==> src/pip_pkg.sv <==
// ----------------------------------------------------------------------------
// Point-in-polygon package
// Field widths, item kind codes and the control word of the shared multiplier.
// ----------------------------------------------------------------------------
package pip_pkg;

	localparam int CFG_W   = 7;
	localparam int IDX_W   = 6;
	localparam int FIELD_W = 32;

	localparam logic KIND_WRITE = 1'b0;
	localparam logic KIND_QUERY = 1'b1;

	// One step of the multiply-accumulate unit
	typedef struct packed {
		logic valid;
		logic first;
		logic shift;
		logic sub;
	} mac_ctl_t;

endpackage

==> src/pip_mac.sv <==
// ----------------------------------------------------------------------------
// Shared multiply-accumulate unit
// Signed operand times an unsigned half-word, registered, then added to or
// subtracted from a wide accumulator, optionally shifted up by one half-word.
// ----------------------------------------------------------------------------
module pip_mac #(
	parameter int OPW = 33,
	parameter int HW  = 17,
	parameter int ACW = 67
) (
	input  logic                  clk,
	input  logic                  arst_n,
	input  pip_pkg::mac_ctl_t     ctl,
	input  logic signed [OPW-1:0] mcand,
	input  logic [HW-1:0]         mplier,
	output logic                  acc_neg
);

	localparam int PW = OPW + HW + 1;

	logic signed [PW-1:0]  prod_c;
	logic signed [PW-1:0]  prod_s1;
	pip_pkg::mac_ctl_t     ctl_s1;
	logic signed [ACW-1:0] ext;
	logic signed [ACW-1:0] term;
	logic signed [ACW-1:0] base;
	logic signed [ACW-1:0] acc_q;

	assign prod_c = mcand * $signed({1'b0, mplier});

	always_ff @(posedge clk or negedge arst_n) begin
		if (!arst_n) begin
			ctl_s1 <= '0;
		end else begin
			ctl_s1 <= ctl;
		end
	end

	always_ff @(posedge clk) begin
		prod_s1 <= prod_c;
		if (ctl_s1.valid) begin
			acc_q <= ctl_s1.sub ? (base - term) : (base + term);
		end
	end

	always_comb begin
		ext  = ACW'(prod_s1);
		term = ctl_s1.shift ? (ext <<< HW) : ext;
		base = ctl_s1.first ? '0 : acc_q;
	end

	assign acc_neg = acc_q[ACW-1];

endmodule

==> config.mk <==
export PLATFORM = sky130hd
export DESIGN_NAME = pip_mac
export DESIGN_NICKNAME = d
export VERILOG_FILES = /design/src/pip_pkg.sv /design/src/pip_mac.sv
export SDC_FILE = /design/constraint.sdc
export NUM_CORES = 2
export LEC_CHECK = 0
export BUFFER_PORTS_ARGS = -buffer_cell sky130_fd_sc_hd__buf_2
export CORE_MARGIN = 3
export CORE_UTILIZATION = 70
export CTS_CLUSTER_DIAMETER = 200
export DETAILED_ROUTE_END_ITERATION = 10
export PLACE_DENSITY = 0.88
export SKIP_CTS_REPAIR_TIMING = 1
export SYNTH_ARGS = -nofsm -noshare
export SYNTH_HDL_FRONTEND = slang
export SYNTH_SLANG_ARGS = --single-unit
==> constraint.sdc <==
create_clock -name clk -period 9.8 [get_ports clk]
set_input_delay 0.98 -clock clk [delete_from_list [all_inputs] [get_ports clk]]
set_output_delay 0.98 -clock clk [all_outputs]
set_load 0.01 [all_outputs]
==> summary.txt <==
Run status
  • Outcome: finished clean

Critical path
  • WS Path Type: in2reg
  • WP data arrival: around 7.7 ns
  • CP startpoint kind: input port
  • CP top delay family: adder cells
  • Largest stage delay, worst path: about 0.57 ns
  • Critical path capture point type: flop
  • CP Data Required Time: 10.16 ns
  • CP max-delay cell: buf_2
  • CP Max Fanout: 33
  • Cell mode on critical path: fa_1
  • Buf/Inv on CP: 6
  • Critical path, cell by cell: buf_2, nand2_1, fa_1, inv_1, fa_1, inv_1, fa_1, inv_1, fa_1, fa_1, inv_1, fa_1, inv_1, ha_1, nand3_1, o31ai_1, a31oi_1, o211ai_2, a41oi_1, o21a_1, o41ai_2, a41oi_1, o21bai_1, xnor2_1

STA
  • Fin. Hold Viols: 0
  • Min cycle time layout: approximately 7.4 ns
  • FMAX: roughly 0.14 GHz
  • Slew @ Worst Pin: 0.944 ns
  • Slew margin rel.: 0.354
  • Final setup skew: 0.00956 ns
  • Final worst slack: 2.44 ns
  • RSZ-0062 raised after global routing: no
  • Setup-failing EPs final: 0
  • Slew Viols, Final: 0
  • Setup TNS: 0 ns
  • Period utilization: 0.751

Routing
  • Wire per inst: around 20 um
  • Final antenna-violating net count: 0
  • Routed wire length: 77000 um
  • Drc violations: 0
  • Via density: 6.19
  • Routed vias: 23908
  • First drt pass iteration count: 7
  • Initial DRC Count: 2479

GRT
  • Largest net degree at the start of global routing: 76
  • Initial antenna violation count: 0
  • First-pass GRT wire length: 127000 um
  • Total GRT Usage: 0.356
  • Overflow after GRT: 0
  • Vias in the first global route: 25427

Synth
  • Avg Inst Size Synth: 8.68 sq um
  • Synth unique cells: 88
  • Top FF cell, synth: edfxtp_1
  • Synthesis-stage register bit count: 122
  • Synth Instances: ~3400
  • Synth async-reset ratio: 0.0328
  • Post-synth design cell area: 29400 sq um
  • EDFF count, synth: 67
  • Seq/Total Area, Yosys: 0.107
  • Yosys warns: 0
  • Mapped Nets: 4168

CTS
  • Clk_lat worst skew: 0.45 ns
  • Clock buffer count from CTS: 17
  • Root Buffer: clkbuf_16
  • Clock Path Buffers: 2
  • TritonCTS clock tree: yes
  • H-Tree Depth: 4
  • Clock slew at reported path FFs: 0.05 ns
  • # clock sinks: around 120

Floorplan
  • Initial core utilization: 0.714
  • Overall die width: 211 um
  • Rows: 74
  • Die Ht: 211 um
  • Ports: between 50 and 60
  • Core area: just over 40000 sq um
  • DIE AREA: approximately 45000 sq um

Placed design
  • Place WS: 2.12 ns
  • DP HPWL: between 60000 and 70000 um
  • # port buffers: between 50 and 60
  • RD Place Congestion: 0.981

Cells and area
  • Nets: 4097
  • Share of layout cells above drive strength 1: 0.0375
  • Inserted Diodes: 0
  • Area grow syn2layout: 3.57%

Worst hold path
  • Min-Delay Path Class: in2async

Run
  • Max Cap Violations: 0
area by class of cell:
| type | count | area, sq um |
|---|---|---|
| Fill cell | 2881 | 10700 |
| Clock buffer | 21 | 514 |
| Inverter | 643 | 2410 |
| Multi-Input combinational cell | 2471 | 23300 |
| Clock inverter | 11 | 126 |
| Tap cell | 532 | 666 |
| Timing Repair Buffer | 62 | 325 |
| Sequential cell | 122 | 3140 |
placed cells by master (no fill, tap or decap), types with 4 or more instances in the layout:
cell type / count
a21oi_1: 164
inv_1: 641
nand2b_1: 23
nand2_1: 439
edfxtp_1: 67
or3_1: 6
nand3_1: 43
nor3_1: 39
nor2_1: 109
nor4_1: 6
mux2i_1: 25
o31ai_1: 11
clkinv_4: 4
a31oi_1: 31
buf_2: 56
a41oi_1: 9
and4_1: 5
nor3b_1: 4
and3_1: 19
nor2b_1: 92
xor2_1: 84
a41o_1: 4
o21ai_1: 15
clkbuf_16: 20
o21a_1: 12
fa_1: 537
a211oi_1: 9
ha_1: 187
o211ai_1: 9
xnor2_1: 86
buf_4: 6
o21bai_1: 23
o221ai_1: 7
dfxtp_1: 51
nand4_1: 19
o21ai_0: 70
a21o_1: 62
and2_1: 239
worst reg2reg max path: stages, from the launching register on:
cell and delay [ns]:
dfrtp_4 0.84, inv_2 0.49, nand2_1 0.22, ha_1 0.32, nand2_1 0.18, a211oi_1 0.47, a21oi_1 0.13, nand3_1 0.13
o311ai_0 0.17, ha_1 0.52, o211ai_1 0.15, a211oi_1 0.31, nor2_1 0.07, nor4_1 0.23, a21oi_1 0.21, o31ai_2 0.31
o221ai_1 0.29, o311ai_1 0.67, a221oi_1 0.20, xnor2_1 0.17
flip-flops by register name, indices dropped and copies added (netlist names):
register,flops
acc_q,67
prod_s1,51
ctl_s1,4
final timing paths:
check | to | start | depth (start not counted) | slack (ns)
min | ctl_s1[1] | arst_n | 1 | 0.33
min reg2reg | acc_q[0] | acc_q[0] | 3 | 0.76
max | prod_s1[44] | mplier[9] | 24 | 2.44
min in group clk | ctl_s1[1] | ctl[1] | 1 | 0.64
max in group asynchronous | ctl_s1[1] | arst_n | 1 | 9.34
max reg2reg | acc_q[65] | ctl_s1[1] | 19 | 3.46
Yosys cell counts (4+ instances only):
library cell / number / share of area
nor2b_1: 92 / 0.020
nand3_1: 43 / 0.0073
dfxtp_1: 51 / 0.035
o21ai_1: 15 / 0.0026
and4_1: 5 / 0.0015
o221ai_1: 7 / 0.0021
o211ai_1: 9 / 0.0023
nor3b_1: 4 / 0.0010
o31ai_1: 11 / 0.0028
buf_2: 9 / 0.0015
mux2i_1: 25 / 0.0085
a21oi_1: 164 / 0.028
nor4_1: 6 / 0.0013
a41oi_1: 9 / 0.0027
o21ai_0: 70 / 0.012
ha_1: 187 / 0.080
a31oi_1: 31 / 0.0066
xor2_1: 84 / 0.025
xnor2_1: 86 / 0.026
a211oi_1: 9 / 0.0023
nor3_1: 39 / 0.0066
nand2_1: 439 / 0.056
nor2_1: 109 / 0.014
nand2b_1: 23 / 0.0049
dfrtp_1: 4 / 0.0034
edfxtp_1: 67 / 0.068
a21o_1: 62 / 0.016
nand4_1: 19 / 0.0040
o21a_1: 12 / 0.0031
o21bai_1: 23 / 0.0059
or3_1: 6 / 0.0013
buf_1: 9 / 0.0011
clkbuf_1: 133 / 0.017
and2_1: 239 / 0.051
and3_1: 19 / 0.0040
fa_1: 537 / 0.37
inv_1: 641 / 0.082
a41o_1: 4 / 0.0014
kinds of logic after synthesis:
family / count (synthesis) / synth area share
XOR/XNOR: 170 / 0.0506
flip-flops: 122 / 0.107
AO/OA/AOI/OAI: 483 / 0.106
buffers and inverters: 795 / 0.102
multiplexers: 29 / 0.0100
adder cells (fa/ha/maj): 724 / 0.445
AND/OR/NAND/NOR: 1065 / 0.180
through the flow:
stage / cell area (sq um) / util / instances / hold WS [ns]
floorplan: 29400 / - / 3388 / 0.684
global placement: 29800 / 0.724 / 3830 / 0.744
detailed placement: 29800 / 0.724 / 3830 / 0.751
CTS: 30500 / 0.739 / 3862 / 0.309
global route: 30500 / 0.739 / 3862 / 0.321
finish: 30500 / 0.739 / 3862 / 0.332
per-layer routing:
| metal | track usage | share of wire | wire, um | up-vias |
|---|---|---|---|---|
| li1 | - | - | - | 10487 |
| met1 | 0.461 | 0.38 | 29400 | 11674 |
| met2 | 0.584 | 0.47 | 36300 | 1462 |
| met3 | 0.0861 | 0.11 | 8140 | 285 |
| met4 | 0.146 | 0.041 | 3180 | 0 |
| met5 | 0 | 0 | 0 | - |
Power is not shown: default switching activity piles up to over one toggle a cycle in this logic, so the estimate is an artifact.
